<file path="src/rtl/sss_pkg.sv">
`timescale 1ns / 1ps
`default_nettype none

package sss_pkg;

    localparam int Depth       = 64;
    localparam int KeyWidth    = 32;
    localparam int IdxW        = $clog2(Depth);
    localparam int CntW        = $clog2(Depth + 1);
    localparam int OpW         = 2;
    localparam int ValueW      = 32;
    localparam int CountFieldW = 7;

    typedef enum logic [OpW-1:0] {
        OP_INSERT = 2'd0,
        OP_DELETE = 2'd1,
        OP_LOOKUP = 2'd2
    } op_t;

    typedef enum logic [2:0] {
        S_IDLE,
        S_SEARCH,
        S_SEARCH_CMP,
        S_CHECK,
        S_SHIFT,
        S_FINISH
    } state_t;

    typedef struct packed {
        logic                   found;
        logic                   full_reject;
        logic [CountFieldW-1:0] entry_count;
    } result_t;

    typedef struct packed {
        logic                wr_en;
        logic [IdxW-1:0]     wr_addr;
        logic [KeyWidth-1:0] wr_data;
        logic                rd_en;
        logic [IdxW-1:0]     rd_addr;
    } ram_req_t;

endpackage

`default_nettype wire

</file>
<file path="src/rtl/sss_if.sv">
`timescale 1ns / 1ps
`default_nettype none

// Request channel: one set operation per transaction.
interface sss_req_if;
    logic        valid;
    logic        ready;
    logic [1:0]  operation;
    logic [31:0] value;

    modport source (output valid, output operation, output value, input ready);
    modport sink   (input valid, input operation, input value, output ready);
endinterface

// Response channel: one result per transaction.
interface sss_rsp_if;
    logic       valid;
    logic       ready;
    logic       found;
    logic       full_reject;
    logic [6:0] entry_count;

    modport source (output valid, output found, output full_reject,
                    output entry_count, input ready);
    modport sink   (input valid, input found, input full_reject,
                    input entry_count, output ready);
endinterface

`default_nettype wire

</file>
<file path="src/rtl/sss_ram.sv">
`timescale 1ns / 1ps
`default_nettype none

// Simple dual-port RAM: one write port, one read port, registered read data.
module sss_ram #(
    parameter int Width = 32,
    parameter int Depth = 64,
    localparam int AddrW = $clog2(Depth)
) (
    input  logic             clk,
    input  logic             wr_en,
    input  logic [AddrW-1:0] wr_addr,
    input  logic [Width-1:0] wr_data,
    input  logic             rd_en,
    input  logic [AddrW-1:0] rd_addr,
    output logic [Width-1:0] rd_data
);

    logic [Width-1:0] mem [Depth];
    logic [Width-1:0] rd_data_reg;

    always_ff @(posedge clk)
    begin
        if (wr_en)
        begin
            mem[wr_addr] <= wr_data;
        end
        if (rd_en)
        begin
            rd_data_reg <= mem[rd_addr];
        end
    end

    assign rd_data = rd_data_reg;

endmodule

`default_nettype wire

</file>
<file path="src/rtl/sss_engine.sv">
`timescale 1ns / 1ps
`default_nettype none

// Sequencer: binary search over the RAM, then a shift of the tail one entry
// per cycle for insert and delete.
module sss_engine (
    input  logic                       clk,
    input  logic                       rst_n,
    sss_req_if.sink                    req,
    output sss_pkg::ram_req_t          ram,
    input  logic [sss_pkg::KeyWidth-1:0] rd_data,
    output logic                       res_valid,
    output sss_pkg::result_t           res,
    input  logic                       res_take
);
    import sss_pkg::*;

    state_t              state_reg, state_next;
    op_t                 op_reg, op_next;
    logic [KeyWidth-1:0] key_reg, key_next;
    logic [CntW-1:0]     count_reg, count_next;
    logic [CntW-1:0]     lo_reg, lo_next;
    logic [CntW-1:0]     hi_reg, hi_next;
    logic [IdxW-1:0]     mid_reg, mid_next;
    logic [CntW-1:0]     moves_reg, moves_next;
    logic [IdxW-1:0]     src_reg, src_next;
    logic                pend_reg, pend_next;
    logic [IdxW-1:0]     dst_reg, dst_next;
    logic                found_reg, found_next;
    logic                reject_reg, reject_next;
    logic [CntW:0]       mid_sum;

    always_ff @(posedge clk or negedge rst_n)
    begin
        if (!rst_n)
        begin
            state_reg  <= S_IDLE;
            count_reg  <= '0;
            pend_reg   <= 1'b0;
        end
        else
        begin
            state_reg  <= state_next;
            count_reg  <= count_next;
            pend_reg   <= pend_next;
        end
    end

    always_ff @(posedge clk)
    begin
        op_reg     <= op_next;
        key_reg    <= key_next;
        lo_reg     <= lo_next;
        hi_reg     <= hi_next;
        mid_reg    <= mid_next;
        moves_reg  <= moves_next;
        src_reg    <= src_next;
        dst_reg    <= dst_next;
        found_reg  <= found_next;
        reject_reg <= reject_next;
    end

    assign mid_sum = {1'b0, lo_reg} + {1'b0, hi_reg};

    always_comb
    begin
        state_next  = state_reg;
        op_next     = op_reg;
        key_next    = key_reg;
        count_next  = count_reg;
        lo_next     = lo_reg;
        hi_next     = hi_reg;
        mid_next    = mid_reg;
        moves_next  = moves_reg;
        src_next    = src_reg;
        pend_next   = pend_reg;
        dst_next    = dst_reg;
        found_next  = found_reg;
        reject_next = reject_reg;
        req.ready   = 1'b0;
        ram         = '0;
        res_valid   = 1'b0;
        res.found       = found_reg;
        res.full_reject = reject_reg;
        res.entry_count = CountFieldW'(count_reg);

        unique case (state_reg)
            S_IDLE:
            begin
                req.ready = 1'b1;
                if (req.valid)
                begin
                    op_next     = op_t'(req.operation);
                    key_next    = req.value[KeyWidth-1:0];
                    lo_next     = '0;
                    hi_next     = count_reg;
                    found_next  = 1'b0;
                    reject_next = 1'b0;
                    pend_next   = 1'b0;
                    unique case (req.operation)
                        OP_INSERT:
                        begin
                            if (count_reg >= CntW'(Depth))
                            begin
                                reject_next = 1'b1;
                                state_next  = S_FINISH;
                            end
                            else
                            begin
                                state_next = S_SEARCH;
                            end
                        end
                        OP_DELETE, OP_LOOKUP:
                        begin
                            state_next = S_SEARCH;
                        end
                        default:
                        begin
                            state_next = S_FINISH;
                        end
                    endcase
                end
            end

            S_SEARCH:
            begin
                if (lo_reg < hi_reg)
                begin
                    mid_next    = mid_sum[IdxW:1];
                    ram.rd_en   = 1'b1;
                    ram.rd_addr = mid_sum[IdxW:1];
                    state_next  = S_SEARCH_CMP;
                end
                else if (op_reg == OP_INSERT)
                begin
                    // The store is not full here, so count - 1 fits an index.
                    moves_next = count_reg - lo_reg;
                    src_next   = IdxW'(count_reg - CntW'(1));
                    state_next = S_SHIFT;
                end
                else if (lo_reg < count_reg)
                begin
                    ram.rd_en   = 1'b1;
                    ram.rd_addr = lo_reg[IdxW-1:0];
                    state_next  = S_CHECK;
                end
                else
                begin
                    state_next = S_FINISH;
                end
            end

            S_SEARCH_CMP:
            begin
                if (rd_data < key_reg)
                begin
                    lo_next = CntW'({1'b0, mid_reg} + (IdxW + 1)'(1));
                end
                else
                begin
                    hi_next = CntW'(mid_reg);
                end
                state_next = S_SEARCH;
            end

            S_CHECK:
            begin
                if (rd_data == key_reg)
                begin
                    found_next = 1'b1;
                    if (op_reg == OP_DELETE)
                    begin
                        moves_next = count_reg - lo_reg - CntW'(1);
                        src_next   = IdxW'(lo_reg + CntW'(1));
                        state_next = S_SHIFT;
                    end
                    else
                    begin
                        state_next = S_FINISH;
                    end
                end
                else
                begin
                    state_next = S_FINISH;
                end
            end

            S_SHIFT:
            begin
                // The entry read last cycle lands one place over.
                if (pend_reg)
                begin
                    ram.wr_en   = 1'b1;
                    ram.wr_addr = dst_reg;
                    ram.wr_data = rd_data;
                    pend_next   = 1'b0;
                end
                if (moves_reg != '0)
                begin
                    ram.rd_en   = 1'b1;
                    ram.rd_addr = src_reg;
                    pend_next   = 1'b1;
                    moves_next  = moves_reg - CntW'(1);
                    if (op_reg == OP_INSERT)
                    begin
                        dst_next = src_reg + IdxW'(1);
                        src_next = src_reg - IdxW'(1);
                    end
                    else
                    begin
                        dst_next = src_reg - IdxW'(1);
                        src_next = src_reg + IdxW'(1);
                    end
                end
                else if (!pend_reg)
                begin
                    if (op_reg == OP_INSERT)
                    begin
                        ram.wr_en   = 1'b1;
                        ram.wr_addr = lo_reg[IdxW-1:0];
                        ram.wr_data = key_reg;
                        count_next  = count_reg + CntW'(1);
                    end
                    else
                    begin
                        count_next = count_reg - CntW'(1);
                    end
                    state_next = S_FINISH;
                end
            end

            S_FINISH:
            begin
                res_valid = 1'b1;
                if (res_take)
                begin
                    state_next = S_IDLE;
                end
            end

            default:
            begin
                state_next = S_IDLE;
            end
        endcase
    end

endmodule

`default_nettype wire

</file>
<file path="src/rtl/sorted_set_store.sv">
`timescale 1ns / 1ps
`default_nettype none

// Sorted set store: keeps up to 64 unsigned 32-bit keys in ascending order,
// duplicates included, in a single 64-entry RAM.
//
// The req channel takes one transaction per operation (insert, delete or
// lookup of one key); the rsp channel returns exactly one transaction per
// request with found, full_reject and the entry count after the operation.
// Both are valid/ready channels; a transaction moves when both are high.
//
// Items are handled one at a time. With n stored keys the binary search
// makes at most k = ceil(log2(n+1)) probes, each a RAM read in S_SEARCH
// and a compare in S_SEARCH_CMP because of the RAM's registered read.
// Lookup and delete then read the candidate in S_CHECK. Insert and a
// found delete shift the tail one entry per cycle through the single
// write port.
//
// Reset clears the entry count and the control state; the RAM contents are
// not cleared, since no entry at or above the count is ever read.
// A finished result sits in the output register; the next request is taken
// while it waits, and the engine holds its following result until the
// receiver has taken the earlier one.
module sorted_set_store (
    input  logic      clk,
    input  logic      rst_n,
    sss_req_if.sink   req,
    sss_rsp_if.source rsp
);
    import sss_pkg::*;

    ram_req_t            ram;
    logic [KeyWidth-1:0] rd_data;
    logic                res_valid;
    result_t             res;
    logic                res_take;
    logic                rsp_valid_reg, rsp_valid_next;
    result_t             rsp_data_reg;

    sss_engine u_engine (
        .clk       (clk),
        .rst_n     (rst_n),
        .req       (req),
        .ram       (ram),
        .rd_data   (rd_data),
        .res_valid (res_valid),
        .res       (res),
        .res_take  (res_take)
    );

    sss_ram #(
        .Width (KeyWidth),
        .Depth (Depth)
    ) u_entries (
        .clk     (clk),
        .wr_en   (ram.wr_en),
        .wr_addr (ram.wr_addr),
        .wr_data (ram.wr_data),
        .rd_en   (ram.rd_en),
        .rd_addr (ram.rd_addr),
        .rd_data (rd_data)
    );

    // The output register can load when it is empty or being emptied.
    assign res_take = !rsp_valid_reg || rsp.ready;

    always_comb
    begin
        rsp_valid_next = rsp_valid_reg;
        if (res_valid && res_take)
        begin
            rsp_valid_next = 1'b1;
        end
        else if (rsp.ready)
        begin
            rsp_valid_next = 1'b0;
        end
    end

    always_ff @(posedge clk or negedge rst_n)
    begin
        if (!rst_n)
        begin
            rsp_valid_reg <= 1'b0;
        end
        else
        begin
            rsp_valid_reg <= rsp_valid_next;
        end
    end

    always_ff @(posedge clk)
    begin
        if (res_valid && res_take)
        begin
            rsp_data_reg <= res;
        end
    end

    assign rsp.valid       = rsp_valid_reg;
    assign rsp.found       = rsp_data_reg.found;
    assign rsp.full_reject = rsp_data_reg.full_reject;
    assign rsp.entry_count = rsp_data_reg.entry_count;

endmodule

`default_nettype wire

</file>
<file path="src/flat_wrapper.sv">
// flat-port wrapper written by rule: the top's interface ports become plain ports
module sorted_set_store_flat import sss_pkg::*;
  (clk, rst_n, req_valid, req_operation, req_value, req_ready, rsp_valid, rsp_found, rsp_full_reject, rsp_entry_count, rsp_ready);
  sss_req_if req_i ();
  sss_rsp_if rsp_i ();
  input  logic clk;
  input  logic rst_n;
  input wire logic [$bits(req_i.valid)-1:0] req_valid;
  input wire logic [$bits(req_i.operation)-1:0] req_operation;
  input wire logic [$bits(req_i.value)-1:0] req_value;
  output wire logic [$bits(req_i.ready)-1:0] req_ready;
  output wire logic [$bits(rsp_i.valid)-1:0] rsp_valid;
  output wire logic [$bits(rsp_i.found)-1:0] rsp_found;
  output wire logic [$bits(rsp_i.full_reject)-1:0] rsp_full_reject;
  output wire logic [$bits(rsp_i.entry_count)-1:0] rsp_entry_count;
  input wire logic [$bits(rsp_i.ready)-1:0] rsp_ready;
  assign req_i.valid = req_valid;
  assign req_i.operation = req_operation;
  assign req_i.value = req_value;
  assign req_ready = req_i.ready;
  assign rsp_valid = rsp_i.valid;
  assign rsp_found = rsp_i.found;
  assign rsp_full_reject = rsp_i.full_reject;
  assign rsp_entry_count = rsp_i.entry_count;
  assign rsp_i.ready = rsp_ready;
  sorted_set_store u_core (.clk(clk), .rst_n(rst_n), .req(req_i), .rsp(rsp_i));
endmodule
</file>
<file path="config.mk">
export PLATFORM = sky130hd
export DESIGN_NAME = sorted_set_store_flat
export DESIGN_NICKNAME = d
export VERILOG_FILES = /design/src/rtl/sss_pkg.sv /design/src/rtl/sss_if.sv /design/src/rtl/sss_ram.sv /design/src/rtl/sss_engine.sv /design/src/rtl/sorted_set_store.sv /design/src/flat_wrapper.sv
export SDC_FILE = /design/constraint.sdc
export NUM_CORES = 2
export LEC_CHECK = 0
export BUFFER_PORTS_ARGS = -buffer_cell sky130_fd_sc_hd__buf_2
export CAP_MARGIN = 0
export CORE_MARGIN = 5
export CORE_UTILIZATION = 45
export DETAILED_ROUTE_END_ITERATION = 10
export PLACE_DENSITY_LB_ADDON = 0.25
export SYNTH_ARGS = -nofsm -noshare
export SYNTH_HDL_FRONTEND = slang
export SYNTH_HIERARCHICAL = 1
export SYNTH_SLANG_ARGS = --single-unit
</file>
<file path="constraint.sdc">
create_clock -name clk -period 6.7 [get_ports clk]
set_clock_uncertainty 0.05 [all_clocks]
set_input_delay 0.67 -clock clk [delete_from_list [all_inputs] [get_ports clk]]
set_output_delay 0.67 -clock clk [all_outputs]
set_load 0.02 [all_outputs]
</file>
# Word level (Yosys, flattened, before mapping)
# Memories as Yosys holds them, arrays and structs flattened. A register that Yosys moved wholly into a read port is not among the register bits.
# Cells that the tools add are included.
[totals]
regBits = 96
mem_bits_rw = 2048
in_bits = 38
word_cells = 132
mem_count = 1
[memory_table]
columns = ["name", "depth", "word_bits", "read_ports", "rd_ports_with_merged_regs", "write_ports", "line_no", "source"]
rows = [
  ["u_core.u_entries.mem", 64, 32, 1, 1, 1, "sss_ram.sv:19", "logic [Width-1:0] mem [Depth];"],
]
[classes]
addsub = 10
order_cmp = 4
eq_ne = 20
n_mux = 55
bitwise = 2
reduce_logical = 23
[ops]
columns = ["operator", "n"]
rows = [
  ["2-to-1 mux 39 bit", 5],
  ["2-to-1 mux 7 bit", 14],
  ["2-to-1 mux 6 bit", 7],
  ["one-hot mux 7 bit (2 select lines)", 3],
  ["== test 32 bit", 1],
  ["less-than comparator 32 bit", 1],
  ["2-to-1 mux 3 bit", 9],
  ["one-hot mux 7 bit (3 select lines)", 1],
  ["subtractor 7 x 1 -> 7 bit (second input constant)", 3],
  ["!= test 2 bit (second input constant)", 10],
  ["one-hot mux 3 bit (6 select lines)", 1],
  ["one-hot mux 6 bit (3 select lines)", 1],
  ["less-than comparator 7 bit", 2],
  ["adder 6 x 1 -> 6 bit (second input constant)", 2],
  ["AND reduction 3 bit", 4],
  ["2-to-1 mux 1 bit", 11],
  ["AND reduction 2 bit", 4],
  ["nonzero test 2 bit", 4],
  ["adder 6 x 1 -> 7 bit (second input constant)", 1],
  ["adder 7 x 1 -> 7 bit (second input constant)", 1],
  ["adder 7 bit", 1],
  ["greater-or-equal comparator 7 bit (second input constant)", 1],
  ["nonzero test 7 bit", 1],
  ["subtractor 7 bit", 1],
  ["19 further kinds", 25],
]

# Depth between registers and ports, before layout
[depth]
ltp_word = 7
depth_mapped = 18

# Cells and area by module
# The synthesis kept the hierarchy.
[by_module_without_submodules]
columns = ["module", "instances", "cells_each", "area_each_um2", "seq_area_each_um2"]
rows = [
  ["sss_ram", 1, 3324, 78833.1, 62459.9],
  ["sss_engine", 1, 588, 6057.1, 2527.4],
  ["sorted_set_store", 1, 13, 324.1, 295.3],
]

# Worst setup path before layout
# OpenSTA, ideal clock, no wires.
[synth_path]
kind = "register to register"
startpoint = "register u_core.u_engine.moves_reg[0]"
endpoint = "memory u_core.u_entries.mem[48][0], enable pin"
setup_time_ns = 0.461
t_arrival_ns = 4.409
path_slack_ns = 1.780
path_stages_with_launch = 11
cell_sequence = "edfxtp_1 -> or3_4 -> nor4b_4 -> nand2_2 -> nor3_2 -> buf_4 -> buf_6 -> a22o_1 -> clkbuf_1 -> nand4b_1 -> nor3_1"
[synth_rtl]
columns = ["item", "line_no", "source"]
rows = [
  ["from (decl)", "sss_engine.sv:25", "logic [CntW-1:0] moves_reg, moves_next;"],
  ["from (signal assigned)", "sss_engine.sv:56", "moves_reg <= moves_next;"],
  ["to (decl)", "sss_ram.sv:19", ""],
]

==> impl_metrics.ini <==
[setup_path]
r2r-start = u_core/u_engine/lo_reg[1]$_SDFFCE_PN0P_
critical_path.max_fanout = 34
rrSetupSlack_ns = 1.05
worstSetupPathType = reg2reg
crit_top_cell = buf_12
worst_r2r_path_depth = 16
start_kind = flop
crit_chain = inv_1 > ha_1 > nor2b_1 > o21bai_1 > a21boi_0 > o21ai_1 > a211oi_2 > a221o_4 > buf_12 > buf_12 > buf_12 > mux4_2 > mux2i_1 > a21oi_1 > a21oi_1 > nor2_1
r2r-end = u_core/u_entries/rd_data[7]$_DFFE_PP_
required_ns = 7.19
cp-end-kind = flop
crit_slowest_cell = a21oi_1
cpPeakStageDelay_ns = 0.60
cp.arrival_ns = 6.14

[global_route]
grt_util_all_layers_pct = 21.60
grt_pass1_wl_mm = 306.5
grt_max_degree = 65
grt_pass1_vias = 41880
grt_antenna_before_repair = 6
grt_remaining_overflow = 0

[synthesis]
yosys-top-cells-area = edfxtp_1 (76%), mux4_2 (14%), mux2i_1 (1.2%)
ys_types = 71
synthFlopType = edfxtp_1
synthCells = 3925
avgSynthCellArea_um2 = 21.71
syn-num-nets = 4024
synth_edf_count = 2164
yosysTopAreaCell = edfxtp_1
seq_area_frac_synth_pct = 76.61
ys_ff_latch = 2176
synth_top_area_share_pct = 76.26
syn_area_um2 = 85210
yosysWarnings = 6
async_reset_ff_share_pct = 0.5515

[cts]
htree_levels = 4
cts_tree = yes
cts-root-buf = clkbuf_16
cts.sinks = 2176
cts_setup_buffers = 0
clk_latency_ns = 0.82
cts-buffers-inserted = 213
cts.clk_slew.worst_paths_ns = 0.07
ctsLongestPathBuffers = 3

[routing]
drc = 0
num_vias = 41620
firstDrtPassIters = 7
ant_nets = 0
via_per_inst = 6.046
routedWlPerCell_um = 31.20
drt_iter0_markers = 4493
routed_wl_mm = 214.8

[sta]
setup-tns-final_ns = 0
fmax_ghz = 0.1770
tightest_slew_ns = 1.302
setup_viol = 0
slew_violations = 0
rsz0062_at_grt = no
relSlewSlack_pct = 13.19
finalHoldViolCount = 0
finalCritPeriodShare_pct = 84.33
fin_crit_ns = 5.650

[die]
die_x_um = 445.2
initial_core_util_pct = 45.33
rows = 159
core_um2 = 188000
dieArea_um2 = 198200
die_h_um = 445.2
io_pins = 49

[finish]
final_cell_mix = edfxtp_1 (2164), mux4_2 (544), clkbuf_16 (219)
largest_register_ffs = 2048
final_nets = 4308
final_common_cell = edfxtp_1
drive_gt1_share_pct = 28.03
final_area_um2 = 97130
synthToLayoutAreaGrowth_pct = 13.99

[place]
portBuffers = 48
placed_area_um2 = 89860
place_congestion = 0.8095
dp_hpwl_mm = 126.8

[min_path]
whs_path_depth = 3
hp-class = in2reg
min_from = rsp_ready
hold_end = u_core/rsp.valid$_DFFE_PN0P_

[power_and_ir_drop]
power_density_nw_per_um2 = 449.8
combPwrFrac_pct = 34.8
switching_share_pct = 32.50
pwr-share-clk_pct = 27.2
power_frac_seq_pct = 38.1
leakage_nw = 30.82
ir_worst_vdd_v = 0.0003725
internal-power_mw = 29.49
net-switching-power_mw = 14.20

[outcome]
status = finished clean

[run]
drv_cap = 0
repair_timing:
| item | in CTS | in global routing |
|---|---|---|
| hold buffers | 35 | 0 |
| gates resized for setup | 0 | 0 |
| endpoints found under the hold margin | 46 | 0 |
area by class of cell:
cell class | count | area [µm²]
antenna | 5 | 12.51
clock buffer | 255 | 5615
clock inverter | 136 | 1291
fill | 14530 | 90870
inverter | 64 | 240.2
multi-input combinational | 1478 | 19270
sequential | 2176 | 65280
tap | 2495 | 3122
timing repair buffer | 276 | 2302
power by group through the flow:
stage          combinational, mW  sequential [mW]  clock (mW)
2_1_floorplan               10.2             16.6           0
3_3_place_gp                15.1             16.9           0
3_5_place_dp                15.2             16.9           0
4_1_cts                     15.3             16.6        12.1
5_1_grt                     16.2             16.6        12.7
6_report                    15.2             16.6        11.9
Yosys cell counts, types with 6 or more instances:
| library cell | number |
|---|---|
| mux2_2 | 6 |
| nor3_1 | 18 |
| xor2_1 | 20 |
| edfxtp_1 | 2164 |
| dfrtp_1 | 12 |
| xnor2_1 | 24 |
| o22ai_1 | 89 |
| nand2b_1 | 12 |
| inv_1 | 63 |
| and3_1 | 8 |
| mux2i_1 | 103 |
| nor2_1 | 173 |
| clkbuf_1 | 97 |
| buf_2 | 61 |
| mux4_2 | 544 |
| o221ai_1 | 34 |
| a22o_1 | 39 |
| and2_1 | 8 |
| nand3_1 | 21 |
| a22oi_1 | 15 |
| a21oi_1 | 91 |
| nand4_1 | 13 |
| nor2b_1 | 19 |
| buf_6 | 7 |
| a21o_1 | 17 |
| buf_1 | 15 |
| buf_4 | 27 |
| a311oi_1 | 8 |
| nand2_1 | 58 |
| o21ai_0 | 15 |
| nand3b_1 | 8 |
| ha_1 | 59 |
worst max-delay path, delay by kind of cell (launching register included):
| family | cells | cell delay, ns |
|---|---|---|
| buffers and inverters | 4 | 1.02 |
| multiplexers | 2 | 0.76 |
| adder cells (fa/ha/maj) | 1 | 0.34 |
| flip-flops | 1 | 0.59 |
| AND/OR/NAND/NOR | 2 | 0.23 |
| AO/OA/AOI/OAI | 7 | 2.26 |
kinds of logic after synthesis:
group,synth area share [%]
adder cells (fa/ha/maj),0.9133
multiplexers,15.67
buffers and inverters,1.464
XOR/XNOR,0.4522
flip-flops,76.61
AND/OR/NAND/NOR,2.110
AO/OA/AOI/OAI,2.784
metal layers:
| layer | vias up | track usage, % | part of all wire (%) | routed length [µm] |
|---|---|---|---|---|
| met5 | - | 0 | 0.017 | 37 |
| met4 | 6 | 6.109 | 2.7 | 5734 |
| met3 | 297 | 4.968 | 8.4 | 17950 |
| met1 | 22470 | 29.89 | 40 | 87010 |
| met2 | 1754 | 34.83 | 48 | 104100 |
| li1 | 17100 | - | - | - |
worst max-delay path by stage:
stage | slack [ns] | endpoint | from | cells after the start
after floorplan | 1.78 | u_core/u_entries/mem[48][0]$_DFFE_PP_ | u_core/u_engine/moves_reg[0]$_DFFE_PP_ | 10
after global placement | 1.13 | u_core/u_entries/rd_data[7]$_DFFE_PP_ | u_core/u_engine/lo_reg[3]$_SDFFCE_PN0P_ | 16
after detailed placement | 1.17 | u_core/u_entries/rd_data[7]$_DFFE_PP_ | u_core/u_engine/lo_reg[3]$_SDFFCE_PN0P_ | 16
after CTS | 1.11 | u_core/u_entries/rd_data[7]$_DFFE_PP_ | u_core/u_engine/lo_reg[1]$_SDFFCE_PN0P_ | 16
after global routing | 0.72 | u_core/u_entries/rd_data[7]$_DFFE_PP_ | u_core/u_engine/lo_reg[2]$_SDFFCE_PN0P_ | 16
final | 1.05 | u_core/u_entries/rd_data[7]$_DFFE_PP_ | u_core/u_engine/lo_reg[1]$_SDFFCE_PN0P_ | 16
stage by stage:
step | total power, mW | utilization (%) | hold WS [ns] | worst slack (ns) | std cells
global placement | 31.99 | 47.80 | 0.3517 | 1.126 | 6454
CTS | 43.95 | 51.66 | 0.04311 | 1.110 | 6880
global route | 45.54 | 51.66 | 0.09384 | 0.7178 | 6881
detailed placement | 32.09 | 47.80 | 0.3609 | 1.170 | 6454
floorplan | 26.85 | - | 0.3244 | 1.780 | 3925
finish | 43.69 | 51.67 | 0.1046 | 1.050 | 6885
No activity file was read; power rests on OpenSTA's default activity.
